===== config.mk =====
export PLATFORM = sky130hd
export DESIGN_NAME = plin_table
export DESIGN_NICKNAME = d
export VERILOG_FILES = /design/src/plin_pkg.sv /design/src/plin_table.sv
export SDC_FILE = /design/constraint.sdc
export NUM_CORES = 2
export LEC_CHECK = 0
export ABC_CLOCK_PERIOD_IN_PS = 7900
export BUFFER_PORTS_ARGS = -buffer_cell sky130_fd_sc_hd__clkbuf_2
export CAP_MARGIN = 20
export CORE_MARGIN = 4
export CORE_UTILIZATION = 60
export CTS_CLUSTER_DIAMETER = 80
export DETAILED_ROUTE_END_ITERATION = 10
export HOLD_SLACK_MARGIN = 0.12
export PLACE_DENSITY_LB_ADDON = 0.05
export SLEW_MARGIN = 30
export SYNTH_ARGS = -nofsm -noshare
export SYNTH_HDL_FRONTEND = slang
export SYNTH_SLANG_ARGS = --single-unit

===== constraint.sdc =====
create_clock -name clk -period 7.9 [get_ports clk]
set_input_delay 0.79 -clock clk [delete_from_list [all_inputs] [get_ports clk]]
set_output_delay 0.79 -clock clk [all_outputs]
set_load 0.03 [all_outputs]

===== src/plin_pkg.sv =====
package plin_pkg;

    localparam int POINTS    = 64;
    localparam int IDX_W     = $clog2(POINTS);
    localparam int COUNT_W   = 7;
    localparam int DATA_W    = 32;
    localparam int MAG_W     = DATA_W + 1;
    localparam int PROD_W    = 2 * MAG_W;
    localparam int DIV_STEPS = MAG_W;
    localparam int STEP_W    = $clog2(DIV_STEPS + 1);

    typedef enum logic
    {
        OP_WRITE = 1'b0,
        OP_QUERY = 1'b1
    } opcode_t;

    typedef enum logic [1:0]
    {
        POS_SEGMENT = 2'd0,
        POS_FIRST   = 2'd1,
        POS_LAST    = 2'd2
    } position_t;

    typedef enum logic [2:0]
    {
        ST_IDLE,
        ST_FIRST,
        ST_SCAN,
        ST_SETUP,
        ST_DIV,
        ST_EMIT
    } ctrl_state_t;

    typedef struct packed
    {
        logic             start;
        logic [MAG_W-1:0] mx;
        logic [MAG_W-1:0] my;
        logic [MAG_W-1:0] md;
    } div_req_t;

    typedef struct packed
    {
        logic             done;
        logic [MAG_W-1:0] quot;
    } div_rsp_t;

    // index of the last point in use, count clamped to 1 .. POINTS
    function automatic logic [IDX_W-1:0] active_last(input logic [COUNT_W-1:0] count);
        logic [IDX_W-1:0] last;
        if (count == '0)
        begin
            last = '0;
        end
        else if (count > COUNT_W'(POINTS))
        begin
            last = IDX_W'(POINTS - 1);
        end
        else
        begin
            last = IDX_W'(count - COUNT_W'(1));
        end
        return last;
    endfunction

endpackage


===== src/plin_table.sv =====
module plin_table
    import plin_pkg::*;
(
    input  logic                     clk,
    input  logic                     wr_en,
    input  logic [IDX_W-1:0]         wr_addr,
    input  logic signed [DATA_W-1:0] wr_x,
    input  logic signed [DATA_W-1:0] wr_y,
    input  logic [IDX_W-1:0]         rd_addr,
    output logic signed [DATA_W-1:0] rd_x,
    output logic signed [DATA_W-1:0] rd_y
);

    logic [2*DATA_W-1:0] mem [POINTS];
    logic [2*DATA_W-1:0] rd_data_reg;

    always_ff @(posedge clk)
    begin
        if (wr_en)
        begin
            mem[wr_addr] <= {wr_x, wr_y};
        end
        rd_data_reg <= mem[rd_addr];
    end

    assign rd_x = rd_data_reg[2*DATA_W-1:DATA_W];
    assign rd_y = rd_data_reg[DATA_W-1:0];

endmodule


==> metrics.cfg <==
[cts]
numCtsBuffers = 408
cts_tree = built
cts_resized = 0
cts-hold-fix-buffers = 0
clk-insertion-delay-late_ns = 0.93
path_clk_slew_ns = 0.06
cts_root_buffer = clkbuf_16
cts_buffer_depth = 4
cts_setup_buffers = 0
h-tree-depth = 5
clock_sinks = 4160

[floorplanning]
die_h_um = 518
core_region_area_um2 = 259000
die_w_um = 518
start_util = 0.603
die_area_um2 = 269000
num_io_pins = 142
rows = 187

[grt]
grt_start_max_net_pins = 105
antenna_found_initial = 22
grt_pass1_vias = 75200
grt_pass1_wl_mm = 586
grt_util_all_layers = 0.311
overflow = 0

[critical_path]
cpMostUsedCell = buf_12
path_cells = buf_12 > buf_12 > buf_12 > mux4_2 > mux2i_1 > o22ai_1 > a41oi_1 > a211oi_1
end_kind = flop
worstSetupPathType = in2reg
cp.required_ns = 8.61
slowest_delay_ns = 0.57
arrival_ns = 4.05
critPathBufInv = 3
critPathMaxFanout = 77
crit_family = buffers and inverters
critPathLaunchType = input port
crit_slowest_cell = mux4_2

[drt]
drt-pass1-iter-count = 5
drt_wl_total_mm = 415
vias_per_cell = 7.00
dr_total_vias = 75400
wire_per_inst_um = 38.5
final_antenna_net_count = 0
drt_iter0_markers = 10500
drc_errors = 0

[synth]
synth_xor_area_frac = 0
synth-main-ff-cell = edfxtp_1
synth-seq-cells = 4160
synth.net_count = 6676
synth_compound_area_frac = 0.0248
synth_top_family_by_area = multiplexers
synthAdderAreaFrac = 0
synth_edf_count = 4096
synthCells = 6598
syn_area_per_cell_um2 = 23.7
yosysSeqAreaShare = 0.795
synthesis.area_um2 = 156000
synth-simple-area-share = 0.0124
async_reset_ff_frac = 0
yosysUniqueCellTypes = 33
yosysWarningCount = 0
muxShareOfSynthArea = 0.156

[timing]
setup_viol = 0
period_minus_slack_ns = 3.34
grt_setup_unrepaired = false
period_share = 0.423
worst_pin_slew_ns = 1.08
setup_tns_ns = 0
fin_ws_ns = 4.56
maxSlewHeadroom = 0.279
finalHoldViolations = 0
maxSlewViolCount = 0
fmax_mhz = 299
skew_ns = 0.0675

[finish]
layout-drive-gt1-share = 0.283
fin_cells = 10800
layout.nets = 7093
final_util = 0.677
largest_reg_flops = 4096
synthToLayoutAreaGrowth_pct = 12.4

[placed_design]
gp_congestion = 0.798
place_inst = 10000
dp_hpwl_mm = 226
portBuffers = 141
post-place-ws_ns = 3.70

[power_and_ir_drop]
p_leak_nw = 55.0
totalPowerFinal_mw = 45.6
vdd_drop_max_mv = 0.261
power_density_nw_per_um2 = 260

[min_path]
hold_class = in2reg

[job]
drv_cap = 0

[run_status]
status = finished, final reports clean

-- path summary, 6_finish.rpt --
path	slack (ns)	to	startpoint	cells after the start
max reg2reg	5.84	rd_data_reg[27]	mem[63][27]	5
min	0.32	mem[46][53]	wr_x[21]	2
min reg2reg	0.84	rd_data_reg[28]	mem[60][28]	4
max	4.56	rd_data_reg[5]	rd_addr[0]	8
-- through the flow --
| step | instance area (um^2) | hold WS [ns] |
|---|---|---|
| floorplan | 156000 | 0.788 |
| global placement | 162000 | 0.803 |
| detailed placement | 162000 | 0.825 |
| CTS | 176000 | 0.271 |
| global route | 176000 | 0.319 |
| finish | 176000 | 0.323 |
-- placed cells by master, fill, tap and decap left out, drive strengths merged --
cell and count:
nand2b 11, a211oi 63, dfxtp 64, buf 258, a41oi 26, or3 29, or2 28, and2 3
clkinvlp 8, a31o 1, nor2b 28, mux4 1024, clkinv 162, and3 64, nand4b 1, a2bb2oi 19
edfxtp 4096, o22ai 83, nand3 45, a31oi 18, nor3 2, or3b 1, a22o 88, mux2i 135
nand3b 2, nor2 112, nand2 58, diode 17, a22oi 168, inv 29, nand4 2, clkbuf 653
o221ai 38, bufinv 31
-- cells by family after synthesis --
| logic type | count (synthesis) |
|---|---|
| flops | 4160 |
| compound gates | 504 |
| buf+inv | 389 |
| mux | 1159 |
| simple gates | 386 |
-- layer usage --
metal  vias up  global-route usage  wire (um)
met5         -                   0         55
met4         8              0.0844      11400
met3       588              0.0540      42000
met2      4195               0.482     200000
met1     41300               0.469     162000
li1      29400                   -          -
-- cells in the mapped netlist, types with 26 or more instances --
| library cell | count | area, um^2 |
|---|---|---|
| mux4_2 | 1024 | 23100 |
| o221ai_1 | 38 | 333 |
| or2_2 | 28 | 175 |
| mux2i_1 | 135 | 1350 |
| a211oi_1 | 63 | 473 |
| a41oi_1 | 26 | 228 |
| nand2_1 | 58 | 218 |
| clkbuf_1 | 140 | 526 |
| or3_1 | 29 | 181 |
| nand3_1 | 45 | 225 |
| buf_2 | 170 | 851 |
| a22oi_1 | 168 | 1260 |
| dfxtp_1 | 64 | 1280 |
| edfxtp_1 | 4096 | 123000 |
| buf_4 | 34 | 255 |
| and3_1 | 64 | 400 |
| a22o_1 | 88 | 771 |
| o22ai_1 | 83 | 519 |
| nor2b_1 | 28 | 175 |
| nor2_1 | 112 | 420 |
-- cell type report --
class                           count  area [um^2]
Clock inverter                    211         1940
Multi-Input combinational cell   2049        30800
Antenna cell                       17         42.5
Sequential cell                  4160       124000
Clock buffer                      534        11100
Timing Repair Buffer              377         3240
Tap cell                         3402         4260
Fill cell                       16000        83800
Inverter                           19         71.3
-- power breakdown --
group / switching, mW / internal [mW] / total [mW] / leakage [nW]
Clock: 8.07 / 10.9 / 18.9 / 6.38
Sequential: 0.126 / 24.4 / 24.6 / 37.4
Combinational: 1.37 / 0.765 / 2.13 / 11.3
-- worst reg2reg max path: stages, from the launching register on --
cell      delay [ns]
edfxtp_1        0.37
mux4_2          0.50
mux2i_1         0.22
o22ai_1         0.16
a41oi_1         0.38
a211oi_1        0.20
(Power assumes the default switching activity.)
