## config.mk

```make
export PLATFORM = sky130hd
export DESIGN_NAME = plin_div
export DESIGN_NICKNAME = d
export VERILOG_FILES = /design/src/plin_pkg.sv /design/src/plin_div.sv
export SDC_FILE = /design/constraint.sdc
export NUM_CORES = 2
export LEC_CHECK = 0
export BUFFER_PORTS_ARGS = -buffer_cell sky130_fd_sc_hd__buf_2
export CORE_MARGIN = 4
export CORE_UTILIZATION = 45
export CTS_BUF_LIST = sky130_fd_sc_hd__clkbuf_8
export DETAILED_ROUTE_END_ITERATION = 10
export SETUP_SLACK_MARGIN = 0.1
export SYNTH_ARGS = -nofsm -noshare
export SYNTH_HDL_FRONTEND = slang
export SYNTH_SLANG_ARGS = --single-unit
```

## constraint.sdc

```tcl
create_clock -name clk -period 7.7 [get_ports clk]
set_clock_uncertainty 0.2 [all_clocks]
set_input_delay 2.31 -clock clk [delete_from_list [all_inputs] [get_ports clk]]
set_output_delay 2.31 -clock clk [all_outputs]
set_load 0.01 [all_outputs]
```

## src/plin_pkg.sv

```systemverilog
package plin_pkg;

    localparam int POINTS    = 64;
    localparam int IDX_W     = $clog2(POINTS);
    localparam int COUNT_W   = 7;
    localparam int DATA_W    = 32;
    localparam int MAG_W     = DATA_W + 1;
    localparam int PROD_W    = 2 * MAG_W;
    localparam int DIV_STEPS = MAG_W;
    localparam int STEP_W    = $clog2(DIV_STEPS + 1);

    typedef enum logic
    {
        OP_WRITE = 1'b0,
        OP_QUERY = 1'b1
    } opcode_t;

    typedef enum logic [1:0]
    {
        POS_SEGMENT = 2'd0,
        POS_FIRST   = 2'd1,
        POS_LAST    = 2'd2
    } position_t;

    typedef enum logic [2:0]
    {
        ST_IDLE,
        ST_FIRST,
        ST_SCAN,
        ST_SETUP,
        ST_DIV,
        ST_EMIT
    } ctrl_state_t;

    typedef struct packed
    {
        logic             start;
        logic [MAG_W-1:0] mx;
        logic [MAG_W-1:0] my;
        logic [MAG_W-1:0] md;
    } div_req_t;

    typedef struct packed
    {
        logic             done;
        logic [MAG_W-1:0] quot;
    } div_rsp_t;

    // index of the last point in use, count clamped to 1 .. POINTS
    function automatic logic [IDX_W-1:0] active_last(input logic [COUNT_W-1:0] count);
        logic [IDX_W-1:0] last;
        if (count == '0)
        begin
            last = '0;
        end
        else if (count > COUNT_W'(POINTS))
        begin
            last = IDX_W'(POINTS - 1);
        end
        else
        begin
            last = IDX_W'(count - COUNT_W'(1));
        end
        return last;
    endfunction

endpackage

```

## src/plin_div.sv

```systemverilog
module plin_div
    import plin_pkg::*;
(
    input  logic     clk,
    input  logic     rst_n,
    input  div_req_t req,
    output div_rsp_t rsp
);

    logic [MAG_W-1:0]  mx_reg;
    logic [MAG_W-1:0]  my_reg;
    logic [MAG_W-1:0]  md_reg;
    logic              mul_pend_reg;
    logic [STEP_W-1:0] cnt_reg;
    logic              done_reg;
    logic [MAG_W-1:0]  rem_reg;
    logic [MAG_W-1:0]  qs_reg;

    logic [PROD_W-1:0] prod;
    logic [MAG_W:0]    trial;
    logic              ge;

    assign prod  = mx_reg * my_reg;
    assign trial = {rem_reg, qs_reg[MAG_W-1]};
    assign ge    = trial >= {1'b0, md_reg};

    always_ff @(posedge clk or negedge rst_n)
    begin
        if (!rst_n)
        begin
            mul_pend_reg <= 1'b0;
            cnt_reg      <= '0;
            done_reg     <= 1'b0;
        end
        else
        begin
            done_reg <= 1'b0;
            if (req.start)
            begin
                mul_pend_reg <= 1'b1;
            end
            else if (mul_pend_reg)
            begin
                mul_pend_reg <= 1'b0;
                cnt_reg      <= STEP_W'(DIV_STEPS);
            end
            else if (cnt_reg != '0)
            begin
                cnt_reg  <= cnt_reg - STEP_W'(1);
                done_reg <= (cnt_reg == STEP_W'(1));
            end
        end
    end

    always_ff @(posedge clk)
    begin
        if (req.start)
        begin
            mx_reg <= req.mx;
            my_reg <= req.my;
            md_reg <= req.md;
        end
        if (mul_pend_reg)
        begin
            // quotient fits MAG_W bits, so the upper half starts below the divisor
            rem_reg <= prod[PROD_W-1:MAG_W];
            qs_reg  <= prod[MAG_W-1:0];
        end
        else if (cnt_reg != '0)
        begin
            rem_reg <= ge ? MAG_W'(trial - {1'b0, md_reg}) : trial[MAG_W-1:0];
            qs_reg  <= {qs_reg[MAG_W-2:0], ge};
        end
    end

    assign rsp.done = done_reg;
    assign rsp.quot = qs_reg;

endmodule

```

==> summary.md <==
| Metric | Value |
|---|---|
| Num rows | `about 110` |
| Placed Area | `slightly below 0.05 mm2` |
| Layout cell share with drive strength beyond 1 | `15.7%` |
| Status | `complete, but fails checks` |
| Critical R2R Capture | `rem_reg[32]` |
| Crit Path Category | `register to register` |
| Nets | `6,333` |
| Initial antenna violation count | `3` |
| Worst hold start | `cnt_reg[1]` |
| Vias | `approximately 32,000` |
| Core area | `between 0.09 and 0.1 mm2` |
| Routability Congestion | `0.913` |
| Post-Syn Nets | `slightly above 6,000` |
| Hold EP | `cnt_reg[1]` |
| Least-Margin Pin Slew | `0.909 ns` |
| WP data required | `7.94 ns` |
| Fmax | `126 MHz` |
| Worst R2R Setup Slack | `-0.24 ns` |
| Violated checks | `setup timing` |
| Vias in the first global route | `~34,000` |
| Flops & latches, synth | `between 150 and 200` |
| Worst-path clk slew | `0.13 ns` |
| EDFF count, synth | `around 170` |
| Remaining global-route overflow | `0` |
| Pre-CTS WS | `-0.534 ns` |
| First-pass GRT wire length | `about 190,000 um` |
| H-tree level count | `4` |
| Root buffer cell | `clkbuf_8` |
| Maxcap violations | `0` |
| Starting Density | `between 40% and 50%` |
| Hold Fails Final Rpt | `0` |
| Largest net degree at the start of global routing | `between 60 and 70` |
| Antenna-violating nets left | `0` |
| Final Max Slew Viols | `0` |
| Post-Route WL | `114,000 um` |
| Slew HR | `between 30% and 40%` |
| Crit. End Element | `register` |
| Drt pass-1 iters | `5` |
| Hold Crit Depth | `2` |
| Via density | `5.07` |
| Fin crit share | `103%` |
| Syn avg cell area | `~9.4 um2` |
| GRT Util Overall | `23.2%` |
| Die width | `approximately 320 um` |
| # DRC | `0` |
| Async SR Flop Fraction | `roughly 4.6%` |
| Reg2reg path depth | `24` |
| Ys flop type | `edfxtp_1` |
| Sink Count | `between 150 and 200` |
| CTS buffer count | `17` |
| CTS max path bufs | `2` |
| DP HPWL | `roughly 97,000 um` |
| FILL cells | `8,872` |
| Synthesized area | `between 0.04 and 0.05 mm2` |
| Synth Instances | `4,671` |
| Later-pin clock latency in the skew report | `approximately 0.64 ns` |
| Worst min-delay path class | `register to register` |
| Setup-failing EPs final | `20` |
| Yosys warning count | `0` |
| Worst r2r src | `mx_reg[22]` |
| Final instance area | `between 0.05 and 0.06 mm2` |
| CP Launch Type | `register` |
| Ports | `around 140` |
| Worst EP arrival | `a little over 8 ns` |
| Area Growth Syn to Fin | `14.5%` |
| RSZ-0062 raised after global routing | `yes` |
| Min Tclk post-route | `just under 8 ns` |
| Worst Path Max Fanout | `12` |
| Final worst slack | `-0.241 ns` |
| Die Area | `roughly 0.10 mm2` |
| Iteration-0 DRC Markers | `approximately 1,500` |
| Die Y | `about 320 um` |
| Number of port buffers | `around 140` |
| Sequential area share after synthesis | `between 10% and 20%` |
| CTS tree | `done` |
| Post-synth cell types | `between 80 and 90` |
| Wire length per cell | `around 18 um` |
[timing repair]
action	CTS	global route
gates cloned	1	0
hold buffers	0	0
endpoints found under the setup margin	38	43
gates resized for setup	119	118
pin swaps	18	27
setup buffers	15	9
[layer usage]
metal / track usage, % / vias up / wire (um)
li1: - / 14500 / -
met1: 30.6 / 16500 / 48400
met2: 40.7 / 617 / 58200
met3: 2.48 / 153 / 4010
met4: 6.89 / 4 / 3320
met5: 0 / - / 27
[cells in the final DEF, fill, tap and decap left out, types with 19 or more instances in the layout]
cell type  netlist  routed
inv_1         1088    1068
fa_1           959     942
nand2_1        655     640
and2_1         556     550
buf_4            2     331
ha_1           300     287
edfxtp_1       165     165
buf_2            3     134
a21oi_1        115      86
nor2_1          68      60
o21ai_0         81      52
a21o_1          52      52
buf_12           0      50
xnor2_1         49      40
xor2_1          37      33
mux2_2          32      29
a21oi_2          0      22
o21ai_1          4      22
inv_2            0      20
mux2i_1         20      20
nand4_1         19      19
[cells in the mapped netlist, drive strengths merged (20+ instances only)]
cell       n  area share [%]
a21oi    115             1.3
mux2i     20            0.46
nand4     20            0.30
xor2      37            0.74
nor2      68            0.58
edfxtp   165              11
mux2      34            0.89
o21ai     87             1.0
nand2    655             5.6
and2     557             8.0
ha       300             8.6
xnor2     49            0.98
inv     1088             9.3
fa       959              44
a21o      52            0.89
clkbuf   236             2.0
nand3     20            0.24
[logic make-up (layout without fill, tap and decap cells)]
| kind of cell | after synthesis | in the layout | synth area share, % |
|---|---|---|---|
| flops | 173 | 173 | 11.8 |
| simple gates | 1397 | 1397 | 15.8 |
| mux | 54 | 54 | 1.35 |
| other cells | 0 | 1 | 0 |
| fa+ha+maj | 1259 | 1259 | 52.4 |
| compound gates | 365 | 365 | 5.40 |
| xor+xnor | 86 | 86 | 1.72 |
| buf+inv | 1337 | 1651 | 11.5 |
[through the flow]
step / hold WS [ns] / instances / util, % / TNS, ns
after floorplan: 0.271 / 4671 / - / 0
after global placement: 0.295 / 6204 / 50.3 / -6.25
after detailed placement: 0.302 / 6204 / 50.3 / -7.27
after CTS: 0.325 / 6252 / 51.4 / -2.68
after global routing: 0.398 / 6262 / 51.9 / -9.98
final: 0.329 / 6262 / 51.9 / -2.18
[worst max-delay path by stage]
stage	to	cells past startpoint	start	slack [ns]
floorplan	rem_reg[29]	29	my_reg[0]	0.11
global placement	rem_reg[29]	29	my_reg[0]	-0.43
detailed placement	rem_reg[26]	27	my_reg[0]	-0.53
CTS	rem_reg[32]	28	my_reg[1]	-0.27
global route	rem_reg[24]	27	my_reg[9]	-0.48
finish	rem_reg[32]	24	mx_reg[22]	-0.24
[worst max-delay path, stage by stage, from the launching register on]
cell and delay [ns]:
edfxtp_1 0.54, buf_12 0.21, and2_1 0.17, fa_1 0.53, inv_1 0.06, fa_2 0.56
fa_1 0.42, fa_1 0.51, inv_1 0.05, fa_1 0.55, fa_1 0.43, fa_2 0.59
inv_1 0.06, fa_1 0.52, inv_1 0.06, ha_1 0.36, buf_4 0.14, nand4_1 0.17
nor2_2 0.16, nand4_1 0.17, o31ai_4 0.38, a31oi_4 0.16, o31ai_2 0.26, mux2_4 0.34
nor3_2 0.16
[layout make-up]
class | instances | area [um2] | area share (%)
Multi-Input combinational cell | 3161 | 34500 | 68.8
Sequential cell | 173 | 5160 | 10.3
Timing Repair Buffer | 530 | 4340 | 8.66
Inverter | 1089 | 4090 | 8.15
Tap cell | 1276 | 1600 | 3.18
Clock buffer | 17 | 234 | 0.467
Clock inverter | 15 | 215 | 0.429
Antenna cell | 1 | 2.50 | 0.00499
Power is left out: the tool's default activity adds up to more than one toggle a clock period on the data nets, which glitch-free logic cannot reach.
