## src/plin_pkg.sv

```systemverilog
package plin_pkg;

    localparam int POINTS    = 64;
    localparam int IDX_W     = $clog2(POINTS);
    localparam int COUNT_W   = 7;
    localparam int DATA_W    = 32;
    localparam int MAG_W     = DATA_W + 1;
    localparam int PROD_W    = 2 * MAG_W;
    localparam int DIV_STEPS = MAG_W;
    localparam int STEP_W    = $clog2(DIV_STEPS + 1);

    typedef enum logic
    {
        OP_WRITE = 1'b0,
        OP_QUERY = 1'b1
    } opcode_t;

    typedef enum logic [1:0]
    {
        POS_SEGMENT = 2'd0,
        POS_FIRST   = 2'd1,
        POS_LAST    = 2'd2
    } position_t;

    typedef enum logic [2:0]
    {
        ST_IDLE,
        ST_FIRST,
        ST_SCAN,
        ST_SETUP,
        ST_DIV,
        ST_EMIT
    } ctrl_state_t;

    typedef struct packed
    {
        logic             start;
        logic [MAG_W-1:0] mx;
        logic [MAG_W-1:0] my;
        logic [MAG_W-1:0] md;
    } div_req_t;

    typedef struct packed
    {
        logic             done;
        logic [MAG_W-1:0] quot;
    } div_rsp_t;

    // index of the last point in use, count clamped to 1 .. POINTS
    function automatic logic [IDX_W-1:0] active_last(input logic [COUNT_W-1:0] count);
        logic [IDX_W-1:0] last;
        if (count == '0)
        begin
            last = '0;
        end
        else if (count > COUNT_W'(POINTS))
        begin
            last = IDX_W'(POINTS - 1);
        end
        else
        begin
            last = IDX_W'(count - COUNT_W'(1));
        end
        return last;
    endfunction

endpackage

```

## src/plin_ctrl.sv

```systemverilog
module plin_ctrl
    import plin_pkg::*;
(
    input  logic                     clk,
    input  logic                     rst_n,
    input  logic                     in_valid,
    output logic                     in_stall,
    input  logic                     opcode,
    input  logic [5:0]               point_index,
    input  logic signed [DATA_W-1:0] x_value,
    input  logic signed [DATA_W-1:0] y_value,
    input  logic [COUNT_W-1:0]       point_count,
    output logic                     tbl_wr_en,
    output logic [IDX_W-1:0]         tbl_wr_addr,
    output logic signed [DATA_W-1:0] tbl_wr_x,
    output logic signed [DATA_W-1:0] tbl_wr_y,
    output logic [IDX_W-1:0]         tbl_rd_addr,
    input  logic signed [DATA_W-1:0] tbl_rd_x,
    input  logic signed [DATA_W-1:0] tbl_rd_y,
    output div_req_t                 div_req,
    input  div_rsp_t                 div_rsp,
    output logic                     out_valid,
    input  logic                     out_stall,
    output logic signed [DATA_W-1:0] y_result,
    output logic [1:0]               position
);

    ctrl_state_t              state_reg, state_next;
    logic [IDX_W-1:0]         idx_reg, idx_next;
    logic [IDX_W-1:0]         last_reg, last_next;
    logic signed [DATA_W-1:0] xq_reg, xq_next;
    logic signed [DATA_W-1:0] first_x_reg, first_x_next;
    logic signed [DATA_W-1:0] first_y_reg, first_y_next;
    logic signed [DATA_W-1:0] x0_reg, x0_next;
    logic signed [DATA_W-1:0] y0_reg, y0_next;
    logic signed [DATA_W-1:0] x1_reg, x1_next;
    logic signed [DATA_W-1:0] y1_reg, y1_next;
    logic                     neg_reg, neg_next;
    logic signed [DATA_W-1:0] res_reg, res_next;
    position_t                pos_reg, pos_next;
    logic                     out_valid_reg, out_valid_next;
    logic signed [DATA_W-1:0] out_y_reg, out_y_next;
    position_t                out_pos_reg, out_pos_next;

    logic                     accept;
    logic                     bracket;
    logic signed [DATA_W-1:0] cmp_first_x;
    logic signed [DATA_W-1:0] cmp_first_y;
    logic                     clamp_first;
    logic signed [DATA_W-1:0] clamp_y;
    position_t                clamp_pos;
    logic signed [MAG_W-1:0]  dx;
    logic signed [MAG_W-1:0]  dy;
    logic signed [MAG_W-1:0]  dd;
    logic [MAG_W-1:0]         y_sum;

    assign in_stall = (state_reg != ST_IDLE);
    assign accept   = in_valid && !in_stall;

    // ascending or descending segment around the query
    assign bracket = ((x0_reg <= xq_reg) && (tbl_rd_x > xq_reg))
                  || ((x0_reg >= xq_reg) && (tbl_rd_x < xq_reg));

    // clamp against the current entry as the last point
    assign cmp_first_x = (state_reg == ST_FIRST) ? tbl_rd_x : first_x_reg;
    assign cmp_first_y = (state_reg == ST_FIRST) ? tbl_rd_y : first_y_reg;
    assign clamp_first = (xq_reg <= cmp_first_x) && (xq_reg <= tbl_rd_x);
    assign clamp_y     = clamp_first ? cmp_first_y : tbl_rd_y;
    assign clamp_pos   = clamp_first ? POS_FIRST : POS_LAST;

    assign dx = {xq_reg[DATA_W-1], xq_reg} - {x0_reg[DATA_W-1], x0_reg};
    assign dy = {y1_reg[DATA_W-1], y1_reg} - {y0_reg[DATA_W-1], y0_reg};
    assign dd = {x1_reg[DATA_W-1], x1_reg} - {x0_reg[DATA_W-1], x0_reg};

    assign y_sum = neg_reg ? ({y0_reg[DATA_W-1], y0_reg} - div_rsp.quot)
                           : ({y0_reg[DATA_W-1], y0_reg} + div_rsp.quot);

    assign tbl_wr_addr = IDX_W'(point_index);
    assign tbl_wr_x    = x_value;
    assign tbl_wr_y    = y_value;

    always_comb
    begin
        state_next     = state_reg;
        idx_next       = idx_reg;
        last_next      = last_reg;
        xq_next        = xq_reg;
        first_x_next   = first_x_reg;
        first_y_next   = first_y_reg;
        x0_next        = x0_reg;
        y0_next        = y0_reg;
        x1_next        = x1_reg;
        y1_next        = y1_reg;
        neg_next       = neg_reg;
        res_next       = res_reg;
        pos_next       = pos_reg;
        out_valid_next = out_valid_reg;
        out_y_next     = out_y_reg;
        out_pos_next   = out_pos_reg;
        tbl_wr_en      = 1'b0;
        tbl_rd_addr    = idx_reg + IDX_W'(1);
        div_req.start  = 1'b0;
        div_req.mx     = dx[MAG_W-1] ? MAG_W'(-dx) : MAG_W'(dx);
        div_req.my     = dy[MAG_W-1] ? MAG_W'(-dy) : MAG_W'(dy);
        div_req.md     = dd[MAG_W-1] ? MAG_W'(-dd) : MAG_W'(dd);

        if (out_valid_reg && !out_stall)
        begin
            out_valid_next = 1'b0;
        end

        unique case (state_reg)
            ST_IDLE:
            begin
                tbl_rd_addr = '0;
                if (accept)
                begin
                    if (opcode == OP_WRITE)
                    begin
                        tbl_wr_en = 1'b1;
                    end
                    else
                    begin
                        xq_next    = x_value;
                        last_next  = active_last(point_count);
                        state_next = ST_FIRST;
                    end
                end
            end
            ST_FIRST:
            begin
                first_x_next = tbl_rd_x;
                first_y_next = tbl_rd_y;
                x0_next      = tbl_rd_x;
                y0_next      = tbl_rd_y;
                idx_next     = IDX_W'(1);
                tbl_rd_addr  = IDX_W'(1);
                if (last_reg == '0)
                begin
                    res_next   = clamp_y;
                    pos_next   = clamp_pos;
                    state_next = ST_EMIT;
                end
                else
                begin
                    state_next = ST_SCAN;
                end
            end
            ST_SCAN:
            begin
                priority if (bracket)
                begin
                    x1_next    = tbl_rd_x;
                    y1_next    = tbl_rd_y;
                    state_next = ST_SETUP;
                end
                else if (idx_reg == last_reg)
                begin
                    res_next   = clamp_y;
                    pos_next   = clamp_pos;
                    state_next = ST_EMIT;
                end
                else
                begin
                    x0_next  = tbl_rd_x;
                    y0_next  = tbl_rd_y;
                    idx_next = idx_reg + IDX_W'(1);
                end
            end
            ST_SETUP:
            begin
                div_req.start = 1'b1;
                neg_next      = dx[MAG_W-1] ^ dy[MAG_W-1] ^ dd[MAG_W-1];
                state_next    = ST_DIV;
            end
            ST_DIV:
            begin
                if (div_rsp.done)
                begin
                    res_next   = y_sum[DATA_W-1:0];
                    pos_next   = POS_SEGMENT;
                    state_next = ST_EMIT;
                end
            end
            ST_EMIT:
            begin
                if (!out_valid_reg || !out_stall)
                begin
                    out_valid_next = 1'b1;
                    out_y_next     = res_reg;
                    out_pos_next   = pos_reg;
                    state_next     = ST_IDLE;
                end
            end
            default:
            begin
                state_next = ST_IDLE;
            end
        endcase
    end

    always_ff @(posedge clk or negedge rst_n)
    begin
        if (!rst_n)
        begin
            state_reg     <= ST_IDLE;
            out_valid_reg <= 1'b0;
        end
        else
        begin
            state_reg     <= state_next;
            out_valid_reg <= out_valid_next;
        end
    end

    always_ff @(posedge clk)
    begin
        idx_reg     <= idx_next;
        last_reg    <= last_next;
        xq_reg      <= xq_next;
        first_x_reg <= first_x_next;
        first_y_reg <= first_y_next;
        x0_reg      <= x0_next;
        y0_reg      <= y0_next;
        x1_reg      <= x1_next;
        y1_reg      <= y1_next;
        neg_reg     <= neg_next;
        res_reg     <= res_next;
        pos_reg     <= pos_next;
        out_y_reg   <= out_y_next;
        out_pos_reg <= out_pos_next;
    end

    assign out_valid = out_valid_reg;
    assign y_result  = out_y_reg;
    assign position  = out_pos_reg;

endmodule

```

## config.mk

```make
export PLATFORM = sky130hd
export DESIGN_NAME = plin_ctrl
export DESIGN_NICKNAME = d
export VERILOG_FILES = /design/src/plin_pkg.sv /design/src/plin_ctrl.sv
export SDC_FILE = /design/constraint.sdc
export NUM_CORES = 1
export LEC_CHECK = 0
export BUFFER_PORTS_ARGS = -buffer_cell sky130_fd_sc_hd__buf_4
export CORE_MARGIN = 8
export CORE_UTILIZATION = 52
export DETAILED_ROUTE_END_ITERATION = 8
export PLACE_DENSITY_LB_ADDON = 0.1
export SETUP_SLACK_MARGIN = 0.4
export SYNTH_ARGS = -nofsm -noshare
export SYNTH_HDL_FRONTEND = slang
export SYNTH_SLANG_ARGS = --single-unit
```

## constraint.sdc

```tcl
create_clock -name clk -period 6.8 [get_ports clk]
set_clock_uncertainty 0.1 [all_clocks]
set_input_delay 0.34 -clock clk [delete_from_list [all_inputs] [get_ports clk]]
set_output_delay 0.34 -clock clk [all_outputs]
set_load 0.02 [all_outputs]
```

==> results.md <==
- Result of the run: finished clean
- Initial DRC Count: 1,384
- Overall routed net length: 63,600 microns
- Y dimension of the die: 225 microns
- Number of inserted filler cells in the final layout: 3,603
- Post-layout util: 63.4%
- Worst ir drop on vdd: 0.422 mV
- TritonCTS clock tree: done
- Area share of the largest cell type after synthesis: 31.9%
- Average instance area after synthesis: 9.57 sq um
- R2r worst-path depth: 11
- Critical Setup Path Class: reg -> out
- Initial antenna violation count: 2
- Post-synthesis cell type with the largest combined area: sky130_fd_sc_hd__edfxtp_1
- Routability cong.: 0.890
- Hold Vio Cnt, Final: 0
- Die outline area: 50,500 sq um
- Standby leakage power: 11.7 nW
- Fraction of final layout cells with drive strength greater than 1: 17.4%
- Total negative slack for setup checks: 0 ps
- Cell chosen for the clock root: sky130_fd_sc_hd__clkbuf_16
- Number of optimization iterations in the first detailed-route pass: 5
- Shortest clock period the worst path allows after layout: 5650 ps
- Commonest non-fill, non-tap cells in the layout: 326 x sky130_fd_sc_hd__buf_4, 241 x sky130_fd_sc_hd__edfxtp_1, 198 x sky130_fd_sc_hd__ha_1
- Area contributors post-synth: sky130_fd_sc_hd__edfxtp_1 32%, sky130_fd_sc_hd__ha_1 11%, sky130_fd_sc_hd__dfxtp_1 5.7%
- Most common library cell in the layout ignoring fill and taps: sky130_fd_sc_hd__buf_4
- Number of placed I/O pins: 393
- Flip-flop and latch count after synthesis: 309
- Total vias in the final route: 18,700
- RSZ-0062 raised after global routing: false
- Final max-slew violation count: 0
- Number of warnings printed during yosys synthesis: 0
- Slew headroom: 13.7%
- Total core area: 43,100 sq um
- Final cell area excluding filler cells: 27,300 sq um
- Effective utilization at floorplan: 52.6%
- Cell Area, Placed: 25,100 sq um
- Count of flip-flops with a built-in enable after synthesis: 241
- Area growth syn-to-layout: 20.5%
- Global-route wire length before repair: 99,000 microns
- Global Route Usage Sum: 24.4%
- Post-layout net count: 3,077
- Global routing's busiest layer: met2
- Clk_lat worst skew: 550 ps
- Inserted Clock Buffers: 36
- Detail Route Antenna Nets: 0
- Total power: 16.3 mW
- Arrival time at the worst endpoint: 5210 ps
- Dominant synthesized flop cell: sky130_fd_sc_hd__edfxtp_1
- Die boundary width: 225 microns
- Number of rows in the core area: 76
- Crit. End Element: output port
- GR Overflow Total: 0
- GR Layer Usage met3: 3.82%
- Vias in the first global route: 18,800
- Total setup violations reported at the end of the flow: 0
- Hold crit path type: in -> async
- Average vias per placed instance: 5.65
- Multi-input gate area in the final layout: 12,600 sq um
- Proportion of synthesized flip-flops having asynchronous set or reset: 1.29%
- Sequential fraction of the synthesis area: 38.0%
- Final worst hold slack: 31.6 ps
- Clk buf depth: 3
- Max Fclk: 0.177 GHz
- Final worst path period share: 83.1%
- Count of unresolved DRC violations after routing: 0
- Worst-margin pin slew: 1290 ps
- DR WL/cell: 19.2 microns
- Grt met1 use: 29.1%
- Maximum number of pins on one net before global-route repair: 71
- Number of H-tree levels: 2
- Pwr/cell area: 598 nW/um^2
- Detailed-placement wirelength estimate: 49,900 microns
- Count of input and output buffers: 315
- Routing usage on met2: 44.5%
- # resized after CTS: 0
- Count of unique library cells instantiated by Yosys: 91
- Syn Std Cell Area: 22,700 sq um
- Clock-pin transition on the worst setup and hold timing paths: 60 ps
- Max Cap Violations: 0
- Net Count, Synth: 2,751
- Max FO, Critical Path: 5
- Startpoint Class: flip-flop
- Number of instances in the synthesized netlist: 2,369
- Required time at the endpoint of the critical path: 6360 ps
- TritonCTS Sinks: 309
- Storage element area: 8620 sq um
layer usage:
metal | up-vias | share of wire [%]
met3 | 94 | 4.9
met2 | 510 | 50
met1 | 8881 | 42
met4 | 2 | 2.8
met5 | - | 0.091
li1 | 9216 | -
logic make-up after synthesis:
logic type	Yosys count	synth area share [%]
flip-flops	309	38.0
AO/OA/AOI/OAI	596	16.6
buffers and inverters	319	6.51
multiplexers	110	5.06
adder cells (fa/ha/maj)	202	11.3
AND/OR/NAND/NOR	598	13.4
XOR/XNOR	235	9.08
critical path: stages, from the launching register on:
cell                       delay [ps]
sky130_fd_sc_hd__edfxtp_1         440
sky130_fd_sc_hd__ha_1             200
sky130_fd_sc_hd__inv_1             50
sky130_fd_sc_hd__fa_1             400
sky130_fd_sc_hd__a21o_1           200
sky130_fd_sc_hd__a221oi_2         410
sky130_fd_sc_hd__a211oi_1         210
sky130_fd_sc_hd__nor2_1           370
sky130_fd_sc_hd__xor2_1           330
sky130_fd_sc_hd__nand4_1          290
sky130_fd_sc_hd__or3_1            490
sky130_fd_sc_hd__nor3_1           350
sky130_fd_sc_hd__and2_1           280
sky130_fd_sc_hd__a31o_2           190
sky130_fd_sc_hd__xor2_1           250
sky130_fd_sc_hd__buf_4            200
where the power goes:
| group | internal [mW] | total [mW] | switching (mW) |
|---|---|---|---|
| Sequential | 2.92 | 3.22 | 0.292 |
| Clock | 1.14 | 1.93 | 0.795 |
| Combinational | 4.50 | 11.2 | 6.67 |
Yosys cell counts (all sizes together) (16+ instances only):
cell type,count
xnor2,146
xor2,89
a211oi,17
ha,198
or3,23
nor2b,26
a21o,83
mux2,37
dfxtp,64
nor2,145
and3,22
o21a,28
inv,182
a31oi,33
clkbuf,52
buf,85
o21ai,138
edfxtp,241
nor3,46
nand3,46
o21bai,16
nor4,19
nand2b,22
nand4,35
nand2,147
mux2i,73
a21oi,179
metrics by stage:
| stage | setup slack, ps | std cells |
|---|---|---|
| 3_3_place_gp | 1600 | 3143 |
| 4_1_cts | 1200 | 3308 |
| 5_1_grt | 824 | 3310 |
| 6_report | 1150 | 3312 |
| 3_5_place_dp | 1490 | 3143 |
| 2_1_floorplan | 671 | 2369 |
final cells by class:
type | instances | share of cell area [%]
multi-input combinational | 1741 | 46.3
sequential | 309 | 31.6
clock buffer | 45 | 3.54
antenna | 4 | 0.0367
clock inverter | 21 | 0.793
timing repair buffer | 425 | 12.6
inverter | 182 | 2.50
tap | 585 | 2.68
path summary, 6_finish.rpt:
| check | startpoint | slack [ps] | end |
|---|---|---|---|
| min in group clk | point_count[4] | 110 | last_reg[4] |
| max in group asynchronous | rst_n | 6470 | out_valid |
| worst min register to register | res_reg[3] | 320 | y_result[3] |
| worst min-delay path | rst_n | 30 | state_reg[0] |
| worst max register to register | xq_reg[8] | 1710 | y0_reg[8] |
| worst max-delay path | x0_reg[0] | 1150 | div_req[26] |
repair_timing:
item | 4_1_cts | 5_1_grt
hold buffers | 99 | 0
hold endpoints to repair | 230 | 0
buffers inserted | 0 | 0
Power figures use the tool's default switching activity.
